--- src/sv/aptbl_pkg.sv ---
// Shared definitions for the address pair table lookup/insert block.
// Holds field widths, result status codes and the controller/datapath interface types.
// Depends on nothing; the top level, controller and datapath import it.
package aptbl_pkg;

    // Default number of table entries.
    localparam int TABLE_DEPTH_DEF = 64;

    // Field widths.
    localparam int ADDR_W   = 32;
    localparam int STATUS_W = 2;
    localparam int INDEX_W  = 6;

    // Result status codes.
    localparam logic [STATUS_W-1:0] STATUS_FOUND    = 2'd0;
    localparam logic [STATUS_W-1:0] STATUS_INSERTED = 2'd1;
    localparam logic [STATUS_W-1:0] STATUS_FULL     = 2'd2;

    // Commands from the controller to the datapath.
    typedef struct packed {
        logic load;        // capture a new address pair and restart the scan
        logic scan;        // issue the next table read and compare the last one
        logic latch_hit;   // record the entry under compare as the match
        logic latch_miss;  // record that the scan ended without a match
        logic emit;        // load the result register, append on a miss to a table that is not full
    } cmd_t;

    // Status from the datapath to the controller.
    typedef struct packed {
        logic hit;         // entry under compare matches the pair
        logic scan_end;    // every stored entry has been compared
        logic out_free;    // result register can take a new transaction
    } stat_t;

endpackage

--- src/sv/address_pair_table_lookup_insert.sv ---
// Top level of the address pair table lookup/insert block.
// Joins the controller state machine and the datapath with its entry RAM.
// Depends on aptbl_pkg, aptbl_ctrl, aptbl_dp and aptbl_ram.

// Each input transaction carries a pair of IPv4 addresses, which is compared
// against the recorded entries from index 0 upward; an entry matches when each
// byte of both addresses equals the same byte of either stored address. A hit
// returns status found with the lowest matching index, a miss appends the pair
// and returns inserted, and a miss on a full table returns full with index 0.
// One transaction is processed at a time. A miss on a table with N recorded
// entries, N at least one, makes N entry reads through the single read port of
// the entry RAM, compares the last entry read, sees the end of the scan and
// then loads the result register once the output is free. The next pair is
// accepted in the cycle after the result is loaded, even while that result is
// still stalled at the output.
module address_pair_table_lookup_insert #(
    parameter int TABLE_DEPTH = aptbl_pkg::TABLE_DEPTH_DEF
) (
    input  logic                             clk,
    input  logic                             rst_n,
    input  logic                             in_valid,
    output logic                             in_stall,
    input  logic [aptbl_pkg::ADDR_W-1:0]     first_address,
    input  logic [aptbl_pkg::ADDR_W-1:0]     second_address,
    output logic                             out_valid,
    input  logic                             out_stall,
    output logic [aptbl_pkg::STATUS_W-1:0]   status,
    output logic [aptbl_pkg::INDEX_W-1:0]    entry_index
);

    import aptbl_pkg::*;

    cmd_t  cmd;
    stat_t st;

    // Sequencing of accept, scan and result phases.
    aptbl_ctrl u_ctrl (
        .clk      (clk),
        .rst_n    (rst_n),
        .in_valid (in_valid),
        .in_stall (in_stall),
        .st       (st),
        .cmd      (cmd)
    );

    // Entry store, compare logic and result register.
    aptbl_dp #(
        .TABLE_DEPTH (TABLE_DEPTH)
    ) u_dp (
        .clk            (clk),
        .rst_n          (rst_n),
        .cmd            (cmd),
        .st             (st),
        .first_address  (first_address),
        .second_address (second_address),
        .status         (status),
        .entry_index    (entry_index),
        .out_valid      (out_valid),
        .out_stall      (out_stall)
    );

endmodule

--- src/sv/aptbl_ram.sv ---
// Generic single-port-write, single-port-read RAM with a registered read.
// Used for the entry store of the address pair table.
// Depends on nothing.
module aptbl_ram #(
    parameter int WIDTH = 64,
    parameter int DEPTH = 64
) (
    input  logic                     clk,
    input  logic                     we,
    input  logic [$clog2(DEPTH)-1:0] waddr,
    input  logic [WIDTH-1:0]         wdata,
    input  logic [$clog2(DEPTH)-1:0] raddr,
    output logic [WIDTH-1:0]         rdata
);

    logic [WIDTH-1:0] mem_reg [DEPTH];
    logic [WIDTH-1:0] rdata_reg;

    // Write port and registered read port.
    always_ff @(posedge clk)
    begin
        if (we)
        begin
            mem_reg[waddr] <= wdata;
        end
        rdata_reg <= mem_reg[raddr];
    end

    assign rdata = rdata_reg;

endmodule

--- src/sv/aptbl_ctrl.sv ---
// Controller state machine of the address pair table lookup/insert block.
// Sequences accept, scan and result phases through command and status structs.
// Depends on aptbl_pkg.
module aptbl_ctrl (
    input  logic           clk,
    input  logic           rst_n,
    input  logic           in_valid,
    output logic           in_stall,
    input  aptbl_pkg::stat_t st,
    output aptbl_pkg::cmd_t  cmd
);

    import aptbl_pkg::*;

    typedef enum logic [2:0] {
        ST_IDLE   = 3'b001,
        ST_SCAN   = 3'b010,
        ST_FINISH = 3'b100
    } state_t;

    state_t state_reg, state_next;

    // Next state logic.
    always_comb
    begin
        state_next = state_reg;
        unique case (state_reg)
            ST_IDLE:
            begin
                if (in_valid)
                begin
                    state_next = ST_SCAN;
                end
            end
            ST_SCAN:
            begin
                if (st.hit || st.scan_end)
                begin
                    state_next = ST_FINISH;
                end
            end
            ST_FINISH:
            begin
                if (st.out_free)
                begin
                    state_next = ST_IDLE;
                end
            end
            default:
            begin
                state_next = ST_IDLE;
            end
        endcase
    end

    // State register.
    always_ff @(posedge clk or negedge rst_n)
    begin
        if (!rst_n)
        begin
            state_reg <= ST_IDLE;
        end
        else
        begin
            state_reg <= state_next;
        end
    end

    // Input transactions are taken only between lookups.
    assign in_stall = (state_reg != ST_IDLE);

    // Commands to the datapath.
    always_comb
    begin
        cmd.load       = (state_reg == ST_IDLE) && in_valid;
        cmd.scan       = (state_reg == ST_SCAN);
        cmd.latch_hit  = (state_reg == ST_SCAN) && st.hit;
        cmd.latch_miss = (state_reg == ST_SCAN) && st.scan_end;
        cmd.emit       = (state_reg == ST_FINISH) && st.out_free;
    end

endmodule

--- src/sv/aptbl_dp.sv ---
// Datapath of the address pair table lookup/insert block.
// Holds the pair registers, scan counters, entry count, entry RAM and result register.
// Depends on aptbl_pkg and aptbl_ram.
module aptbl_dp #(
    parameter int TABLE_DEPTH = aptbl_pkg::TABLE_DEPTH_DEF
) (
    input  logic                             clk,
    input  logic                             rst_n,
    input  aptbl_pkg::cmd_t                  cmd,
    output aptbl_pkg::stat_t                 st,
    input  logic [aptbl_pkg::ADDR_W-1:0]     first_address,
    input  logic [aptbl_pkg::ADDR_W-1:0]     second_address,
    output logic [aptbl_pkg::STATUS_W-1:0]   status,
    output logic [aptbl_pkg::INDEX_W-1:0]    entry_index,
    output logic                             out_valid,
    input  logic                             out_stall
);

    import aptbl_pkg::*;

    localparam int IDX_W = $clog2(TABLE_DEPTH);
    localparam int CNT_W = $clog2(TABLE_DEPTH + 1);
    localparam int ENT_W = 2 * ADDR_W;

    // True when every byte of addr equals the same byte of a or of b.
    function automatic logic bytes_covered(
        input logic [ADDR_W-1:0] addr,
        input logic [ADDR_W-1:0] a,
        input logic [ADDR_W-1:0] b
    );
        logic ok;
        ok = 1'b1;
        for (int k = 0; k < ADDR_W / 8; k++)
        begin
            if ((addr[8*k +: 8] != a[8*k +: 8]) && (addr[8*k +: 8] != b[8*k +: 8]))
            begin
                ok = 1'b0;
            end
        end
        return ok;
    endfunction

    logic [ADDR_W-1:0]   first_reg;
    logic [ADDR_W-1:0]   second_reg;
    logic [CNT_W-1:0]    count_reg;
    logic [CNT_W-1:0]    rd_idx_reg;
    logic                cmp_valid_reg;
    logic [IDX_W-1:0]    cmp_idx_reg;
    logic                res_hit_reg;
    logic [IDX_W-1:0]    res_idx_reg;
    logic                out_valid_reg;
    logic [STATUS_W-1:0] status_reg;
    logic [INDEX_W-1:0]  index_reg;

    logic                issue;
    logic                full;
    logic                append;
    logic [ENT_W-1:0]    rd_data;
    logic [ADDR_W-1:0]   ent_first;
    logic [ADDR_W-1:0]   ent_second;

    // Entry store: first address in the upper half, second in the lower half.
    aptbl_ram #(
        .WIDTH (ENT_W),
        .DEPTH (TABLE_DEPTH)
    ) u_ram (
        .clk   (clk),
        .we    (append),
        .waddr (count_reg[IDX_W-1:0]),
        .wdata ({first_reg, second_reg}),
        .raddr (rd_idx_reg[IDX_W-1:0]),
        .rdata (rd_data)
    );

    assign ent_first  = rd_data[ENT_W-1:ADDR_W];
    assign ent_second = rd_data[ADDR_W-1:0];

    // Scan and table occupancy status.
    assign issue  = cmd.scan && (rd_idx_reg < count_reg);
    assign full   = (count_reg == CNT_W'(TABLE_DEPTH));
    assign append = cmd.emit && !res_hit_reg && !full;

    always_comb
    begin
        st.hit      = cmp_valid_reg && bytes_covered(first_reg, ent_first, ent_second)
                                    && bytes_covered(second_reg, ent_first, ent_second);
        st.scan_end = !cmp_valid_reg && (rd_idx_reg >= count_reg);
        st.out_free = !out_valid_reg || !out_stall;
    end

    // Address pair capture.
    always_ff @(posedge clk)
    begin
        if (cmd.load)
        begin
            first_reg  <= first_address;
            second_reg <= second_address;
        end
    end

    // Scan pipeline control: read issue counter and compare stage valid.
    always_ff @(posedge clk or negedge rst_n)
    begin
        if (!rst_n)
        begin
            rd_idx_reg    <= '0;
            cmp_valid_reg <= 1'b0;
        end
        else if (cmd.load)
        begin
            rd_idx_reg    <= '0;
            cmp_valid_reg <= 1'b0;
        end
        else if (cmd.scan)
        begin
            cmp_valid_reg <= issue;
            if (issue)
            begin
                rd_idx_reg <= rd_idx_reg + CNT_W'(1);
            end
        end
    end

    // Index of the entry whose data is under compare.
    always_ff @(posedge clk)
    begin
        if (issue)
        begin
            cmp_idx_reg <= rd_idx_reg[IDX_W-1:0];
        end
    end

    // Lookup outcome.
    always_ff @(posedge clk)
    begin
        if (cmd.latch_hit)
        begin
            res_hit_reg <= 1'b1;
            res_idx_reg <= cmp_idx_reg;
        end
        else if (cmd.latch_miss)
        begin
            res_hit_reg <= 1'b0;
            res_idx_reg <= '0;
        end
    end

    // Entry count grows by one on every append.
    always_ff @(posedge clk or negedge rst_n)
    begin
        if (!rst_n)
        begin
            count_reg <= '0;
        end
        else if (append)
        begin
            count_reg <= count_reg + CNT_W'(1);
        end
    end

    // Result register valid.
    always_ff @(posedge clk or negedge rst_n)
    begin
        if (!rst_n)
        begin
            out_valid_reg <= 1'b0;
        end
        else if (cmd.emit)
        begin
            out_valid_reg <= 1'b1;
        end
        else if (!out_stall)
        begin
            out_valid_reg <= 1'b0;
        end
    end

    // Result register payload.
    always_ff @(posedge clk)
    begin
        if (cmd.emit)
        begin
            if (res_hit_reg)
            begin
                status_reg <= STATUS_FOUND;
                index_reg  <= INDEX_W'(res_idx_reg);
            end
            else if (full)
            begin
                status_reg <= STATUS_FULL;
                index_reg  <= '0;
            end
            else
            begin
                status_reg <= STATUS_INSERTED;
                index_reg  <= INDEX_W'(count_reg);
            end
        end
    end

    assign out_valid   = out_valid_reg;
    assign status      = status_reg;
    assign entry_index = index_reg;

endmodule
--- config.mk ---
export PLATFORM = sky130hd
export DESIGN_NAME = address_pair_table_lookup_insert
export DESIGN_NICKNAME = d
export VERILOG_FILES = /design/src/sv/aptbl_pkg.sv /design/src/sv/address_pair_table_lookup_insert.sv /design/src/sv/aptbl_ram.sv /design/src/sv/aptbl_ctrl.sv /design/src/sv/aptbl_dp.sv
export SDC_FILE = /design/constraint.sdc
export NUM_CORES = 2
export LEC_CHECK = 0
export ABC_AREA = 0
export BUFFER_PORTS_ARGS = -buffer_cell sky130_fd_sc_hd__buf_2
export CAP_MARGIN = 0
export CORE_ASPECT_RATIO = 1.2
export CORE_UTILIZATION = 55
export DETAILED_ROUTE_END_ITERATION = 8
export PLACE_DENSITY = 0.71
export SYNTH_ARGS = -nofsm -noshare
export SYNTH_HDL_FRONTEND = slang
export SYNTH_SLANG_ARGS = --single-unit
export TNS_END_PERCENT = 5
--- constraint.sdc ---
create_clock -name clk -period 5.7 [get_ports clk]
set_input_delay 0.855 -clock clk [delete_from_list [all_inputs] [get_ports clk]]
set_output_delay 0.855 -clock clk [all_outputs]
set_load 0.005 [all_outputs]
==> Word level (Yosys, flattened, before mapping) <==
Memories as Yosys holds them, arrays and structs flattened. A register that Yosys moved wholly into a read port is not among the register bits.
Cells that the tools add are included.
{ "totals": {"memories": 1, "ff_bits": 104, "ram_bits": 4096, "wordCells": 98} }
{ "memory_table": {"columns": ["memory", "words", "width", "read_ports", "rd_ports_with_merged_regs", "write_ports", "line", "source"], "rows": [
  ["u_dp.u_ram.mem_reg", 64, 64, 1, 1, 1, "aptbl_ram.sv:16", "logic [WIDTH-1:0] mem_reg [DEPTH];"]
]} }
{ "op_classes": {"reduce_logical": 30, "order_cmp": 2, "n_eq_ne": 25, "addsub": 2, "mux": 26} }
{ "ops": {"columns": ["cell", "count"], "rows": [
  ["!= test 8 bit", 16],
  ["2-to-1 mux 6 bit", 4],
  ["2-to-1 mux 7 bit", 3],
  ["logical AND 1 bit", 18],
  ["adder 7 x 1 -> 7 bit (second input constant)", 2],
  ["2-to-1 mux 1 bit", 14],
  ["2-to-1 mux 3 bit", 3],
  ["one-hot mux 3 bit (3 select lines)", 1],
  ["== test 7 bit (second input constant)", 1],
  ["greater-or-equal comparator 7 bit", 1],
  ["less-than comparator 7 bit", 1],
  ["nonzero test 2 bit", 3],
  ["zero test 1 bit", 5],
  ["!= test 2 x 1 -> 1 bit (second input constant)", 2],
  ["!= test 2 bit (second input constant)", 2],
  ["== test 3 x 1 -> 1 bit (second input constant)", 1],
  ["== test 3 x 2 -> 1 bit (second input constant)", 1],
  ["== test 3 bit (second input constant)", 1],
  ["!= test 3 x 1 -> 1 bit (second input constant)", 1],
  ["AND reduction 3 bit", 1],
  ["logical OR 1 bit", 2],
  ["2-to-1 mux 2 bit", 1],
  ["AND reduction 2 bit", 1]
]} }

==> Depth between registers and ports, before layout <==
{ "logic_depth": {"ltp_word": 11, "depth_mapped": 14, "ltp_nobuf": 9} }

==> Cells and area by module <==
A second synthesis with hierarchy kept.
{ "unflattened": {"hier_cells": 7006, "hier_area_um2": 161632.5} }
{ "modules_own_cells": {"columns": ["mod", "cells_per_inst", "area_each_um2", "seq_area_each_um2", "n_inst"], "rows": [
  ["aptbl_ram", 6598, 156348.7, 124279.2, 1],
  ["aptbl_dp", 387, 5104.9, 2942.8, 1],
  ["aptbl_ctrl", 21, 178.9, 76.3, 1]
]} }

==> Worst setup path before layout <==
Ideal clock, no wire load.
{ "synth_path": {"path_type": "input to register", "start": "in out_stall", "end": "mem u_dp.u_ram.mem_reg[11][0], enable pin", "slack_ns": 0.409, "path_buffers": 0, "arrival_time_ns": 4.804, "path_stages": 5, "path_cell_list": "a21oi_1 > nand2_1 > nor2_1 > nand3_1 > nor2_1"} }
{ "synth_via": {"elab_chain_len": 7} }
{ "synth_rtl": {"columns": ["element", "line", "source"], "rows": [
  ["from (decl)", "address_pair_table_lookup_insert.sv:26", "input logic out_stall,"],
  ["zero test 1 bit", "aptbl_dp.sv:88", "st.out_free = !out_valid_reg || !out_stall;"],
  ["logical OR 1 bit", "aptbl_dp.sv:88", null],
  ["logical AND 1 bit", "aptbl_ctrl.sv:79", "cmd.emit = (state_reg == ST_FINISH) && st.out_free;"],
  ["logical AND 1 bit (2 in series)", "aptbl_dp.sv:81", "assign append = cmd.emit && !res_hit_reg && !full;"],
  ["2-to-1 mux 1 bit", "aptbl_ram.sv:22", "if (we)"],
  ["2-to-1 mux 1 bit (not written as such)", "aptbl_ram.sv:24", "mem_reg[waddr] <= wdata;"],
  ["to (decl)", "aptbl_ram.sv:16", null]
]} }
No other way between the ends.

==> Worst setup path after layout <==
{ "layout_path": {"start": "reg u_dp.count_reg[0]", "end": "mem u_dp.u_ram.mem_reg[59][37], enable pin"} }
{ "layout_via": {"elab_chain_len": 5} }
{ "layout_rtl": {"columns": ["element", "line", "source"], "rows": [
  ["from (decl)", "aptbl_dp.sv:45", "logic [CNT_W-1:0] count_reg;"],
  ["from (signal assigned)", "aptbl_dp.sv:157", "count_reg <= count_reg + CNT_W'(1);"],
  ["== test 7 bit", "aptbl_dp.sv:80", "assign full = (count_reg == CNT_W'(TABLE_DEPTH));"],
  ["zero test 1 bit", "aptbl_dp.sv:81", null],
  ["logical AND 1 bit", "aptbl_dp.sv:81", null],
  ["2-to-1 mux 1 bit", "aptbl_ram.sv:22", null],
  ["2-to-1 mux 1 bit (not written as such)", "aptbl_ram.sv:24", null]
]} }
Parallel ways exist; a longest one is shown, timed or not.

==> metrics.txt <==
# TYPE chip_impl_metric gauge
chip_impl_info{name="run_status",value="finished clean"} 1
chip_impl_metric{name="antenna_found_initial",unit=""} 19
chip_impl_metric{name="syn-instance-count",unit=""} 6437
chip_impl_metric{name="place_congestion",unit=""} 0.859
chip_impl_metric{name="die_width",unit="microns"} 497
chip_impl_metric{name="finalSetupViolations",unit=""} 0
chip_impl_metric{name="die_height",unit="microns"} 596
chip_impl_metric{name="maxClockFrequency",unit="MHz"} 219
chip_impl_metric{name="first_pass_iters",unit=""} 7
chip_impl_metric{name="clock_tree.buffer_depth",unit=""} 4
chip_impl_metric{name="grt_pass1_vias",unit=""} 76400
chip_impl_metric{name="p_sw",unit="mW"} 18.3
chip_impl_metric{name="synth.cell_area",unit="sq mm"} 0.162
chip_impl_metric{name="final-max-slew-violation-count",unit=""} 0
chip_impl_metric{name="fp-row-count",unit=""} 217
chip_impl_metric{name="clock_power_share",unit=""} 0.353
chip_impl_metric{name="final.setup.tns",unit="ps"} 0
chip_impl_info{name="crit_path_cell_trace",value="inv_1 > ha_1 > and3b_1 > a41oi_1 > nand2_1 > nor2_1 > nand3_1 > nor2_4 > buf_12"} 1
chip_impl_metric{name="core-area",unit="sq mm"} 0.292
chip_impl_metric{name="clock-skew-final",unit="ps"} 50.4
chip_impl_metric{name="comb_power_share",unit=""} 0.148
chip_impl_metric{name="count_of_flip_flops_with_a_built_in_enable_after_synthesis",unit=""} 4180
chip_impl_metric{name="synthDistinctLibCells",unit=""} 53
chip_impl_metric{name="number_of_port_buffers",unit=""} 77
chip_impl_metric{name="worst_path_largest_cell_delay",unit="ps"} 910
chip_impl_metric{name="cp.required",unit="ps"} 6230
chip_impl_metric{name="grtUsageTotal",unit=""} 0.289
chip_impl_metric{name="synth_sequential_area_ratio",unit=""} 0.788
chip_impl_metric{name="peakVddDrop",unit="mV"} 0.314
chip_impl_info{name="worstSetupEndpointType",value="register"} 1
chip_impl_metric{name="slew-limit-headroom",unit=""} 0.0896
chip_impl_metric{name="syn-mean-instance-area",unit="sq um"} 25.1
chip_impl_info{name="rsz0062_at_grt",value="no"} 1
chip_impl_metric{name="area_share_of_the_leading_cell_type_in_the_synthesized_netlist",unit=""} 0.777
chip_impl_metric{name="totalWireLength",unit="microns"} 422000
chip_impl_metric{name="grt_max_degree",unit=""} 120
chip_impl_metric{name="routed-via-count",unit=""} 75300
chip_impl_metric{name="final_nets",unit=""} 6978
chip_impl_info{name="synth_ff_type",value="edfxtp_1"} 1
chip_impl_info{name="cts.root.buffer_cell",value="clkbuf_16"} 1
chip_impl_metric{name="gr-total-overflow",unit=""} 0
chip_impl_info{name="yosysTopAreaCell",value="edfxtp_1"} 1
chip_impl_metric{name="half_perimeter_wire_length_of_the_detailed_placement_result",unit="microns"} 235000
chip_impl_metric{name="yosys_warnings",unit=""} 0
chip_impl_metric{name="worst_slew_pin_slew",unit="ps"} 1370
chip_impl_metric{name="mappedNetlistNets",unit=""} 6515
chip_impl_metric{name="pwr_density_cell",unit="mW/mm^2"} 410
chip_impl_metric{name="tritoncts.num_buffers",unit=""} 393
chip_impl_metric{name="clk_pin_slew_worst_paths",unit="ps"} 60
chip_impl_metric{name="cts-htree-levels",unit=""} 5
chip_impl_metric{name="ports_placed_on_the_boundary",unit=""} 78
chip_impl_metric{name="maxCapViolCount",unit=""} 0
chip_impl_metric{name="detail_route.wl_per_cell",unit="microns"} 38.1
chip_impl_info{name="yosys-top-cells-area",value="edfxtp_1 (78%), mux4_2 (18%), dfxtp_1 (0.81%)"} 1
chip_impl_metric{name="number_of_flip_flops_under_the_largest_register_name",unit=""} 4096
chip_impl_metric{name="viasPerCell",unit=""} 6.81
chip_impl_metric{name="clk_latency",unit="ps"} 940
chip_impl_info{name="hold_class",value="input port to register"} 1
chip_impl_info{name="cp-start-kind",value="register"} 1
chip_impl_metric{name="synth_async_sr_flop_share",unit=""} 0.00446
chip_impl_metric{name="critical_path_arrival",unit="ps"} 5090
chip_impl_metric{name="post-route-min-period",unit="ps"} 4570
chip_impl_metric{name="seq_power_share",unit=""} 0.499
chip_impl_metric{name="start_util",unit=""} 0.554
chip_impl_metric{name="layout-area-overhead-vs-synth",unit="%"} 12.7
chip_impl_metric{name="drt_drc_violations_left",unit=""} 0
chip_impl_metric{name="dieArea",unit="sq mm"} 0.296
chip_impl_metric{name="dr.first_iter.drc_count",unit=""} 10700
chip_impl_metric{name="drive_above_1_share",unit=""} 0.320
chip_impl_metric{name="switching_share",unit=""} 0.245
chip_impl_metric{name="postRouteAntennaNets",unit=""} 0
chip_impl_info{name="critical_path.slowest_cell",value="nor2_4"} 1
chip_impl_metric{name="crit_path_max_fanout",unit=""} 40
chip_impl_metric{name="cts_sink_cnt",unit=""} 4264
chip_impl_metric{name="whs",unit="ps"} 109
chip_impl_metric{name="yosys_register_bits",unit=""} 4264
chip_impl_info{name="tritoncts",value="built"} 1
chip_impl_metric{name="fin_hold_viols",unit=""} 0
chip_impl_metric{name="final_min_period_over_clock_period",unit=""} 0.801
chip_impl_metric{name="total_power",unit="mW"} 74.7
chip_impl_metric{name="internal_power",unit="mW"} 56.4
chip_impl_info{name="critical_path_class",value="register to register"} 1
chip_impl_metric{name="power_leakage",unit="nW"} 54.9
chip_impl_metric{name="first_pass_grt_wire_length",unit="microns"} 591000
==> cell usage after synthesis, types with 2 or more instances <==
cell type,n
mux2i_1,54
or3_1,3
ha_1,10
clkbuf_1,153
a211oi_1,10
mux4_2,1281
nand3b_1,2
and4_1,2
o21ai_0,23
nand4_1,19
dfxtp_1,65
nor2_1,77
a21o_1,12
o211ai_1,2
nand3_1,16
nand2_1,39
buf_2,117
nand2b_1,3
a22o_1,2
nor2b_1,3
o221ai_1,15
buf_1,27
mux2_2,5
inv_2,2
o22ai_1,16
o31ai_1,2
xor2_1,64
clkinv_1,2
and2_1,9
a211o_1,2
nor3_1,7
a221oi_1,9
edfxtp_1,4180
a21oi_1,24
dfrtp_1,18
xnor2_1,72
buf_4,18
a22oi_1,22
inv_1,10
nor4_1,18
o21ai_1,9
nor3b_1,2
==> per-stage QoR <==
| stage | instance area [sq um] | setup WS, ps | cells | utilization |
|---|---|---|---|---|
| 2_1_floorplan | 162000 | 409 | 6437 | - |
| 3_3_place_gp | 169000 | 1280 | 10300 | 0.580 |
| 3_5_place_dp | 169000 | 1270 | 10300 | 0.580 |
| 4_1_cts | 182000 | 1250 | 11100 | 0.624 |
| 5_1_grt | 182000 | 1060 | 11100 | 0.624 |
| 6_report | 182000 | 1130 | 11100 | 0.624 |
==> final cells by class <==
type | instances | area (sq um)
Tap cell | 3832 | 4790
Multi-Input combinational cell | 1843 | 33300
Clock inverter | 186 | 1950
Antenna cell | 6 | 15.0
Fill cell | 18800 | 110000
Clock buffer | 530 | 10900
Sequential cell | 4264 | 127000
Inverter | 14 | 62.6
Timing Repair Buffer | 384 | 3690
==> routing by layer <==
metal / vias up / share of wire / track usage
li1: 28900 / - / -
met1: 41000 / 0.36 / 0.386
met2: 4684 / 0.50 / 0.468
met3: 774 / 0.10 / 0.0634
met4: 10 / 0.045 / 0.111
met5: - / 0.00016 / 0
==> power groups by stage <==
stage,logic [mW],clock network (mW),registers [mW]
final,11.1,26.4,37.2
after global placement,10.9,0,37.9
after detailed placement,11.1,0,37.9
after global routing,11.7,27.7,37.2
after floorplan,7.17,0,37.8
after CTS,11.2,26.6,37.2
==> worst max-delay path: cells and delay by family, from the launching register on <==
kind                     cells  cell delay, ps
AND/OR/NAND/NOR              5            2300
flip-flops                   1             540
AO/OA/AOI/OAI                1             480
buffers and inverters        2             570
adder cells (fa/ha/maj)      1             210
==> final timing paths <==
check / startpoint / to / slack, ps / cells after the start
worst max register to register: u_dp.count_reg[0]$_DFFE_PN0P_ / u_dp.u_ram.mem_reg[59][37]$_DFFE_PP_ / 1130 / 9
min in group asynchronous: rst_n / u_ctrl.state_reg[1]$_DFFE_PN0P_ / 480 / 2
worst min-delay path: first_address[11] / u_dp.first_reg[11]$_DFFE_PP_ / 110 / 1
worst max-delay path: u_dp.count_reg[0]$_DFFE_PN0P_ / u_dp.u_ram.mem_reg[59][37]$_DFFE_PP_ / 1130 / 9
worst min register to register: u_dp.count_reg[6]$_DFFE_PN0P_ / u_dp.count_reg[6]$_DFFE_PN0P_ / 500 / 1
max in group asynchronous: rst_n / u_dp.rd_idx_reg[2]$_DFFE_PN0P_ / 4790 / 2
==> logic make-up after synthesis <==
group | count (synthesis) | share of synthesized area
AOI/OAI and AO/OA | 153 | 0.00637
DFF | 4264 | 0.788
buffers and inverters | 330 | 0.00904
adders and majority gates | 10 | 0.000775
muxes | 1340 | 0.182
and+or+nand+nor | 204 | 0.00603
xor gates and xnor gates | 136 | 0.00737
==> layout by cell type (no fill, tap or decap), types with 18 or more instances in the layout <==
cell type,Yosys,final
a21oi_1,24,24
a22oi_1,22,22
buf_12,0,80
buf_2,117,77
buf_4,18,226
bufinv_16,0,38
clkbuf_1,153,93
clkbuf_16,0,400
clkbuf_8,0,37
clkinv_1,2,56
clkinv_2,0,63
dfxtp_1,65,65
edfxtp_1,4180,4180
mux2i_1,54,54
mux4_2,1281,1281
nand2_1,39,39
nand4_1,19,19
nor2_4,0,65
nor4_1,18,18
o21ai_0,23,23
xnor2_1,72,72
xor2_1,64,64
==> what timing repair did <==
| item | CTS | global route |
|---|---|---|
| hold buffers | 1 | 0 |
| buffers inserted | 0 | 0 |
| hold endpoints to repair | 18 | 0 |
| resized for setup | 0 | 0 |
No activity file was read; power rests on OpenSTA's default activity.
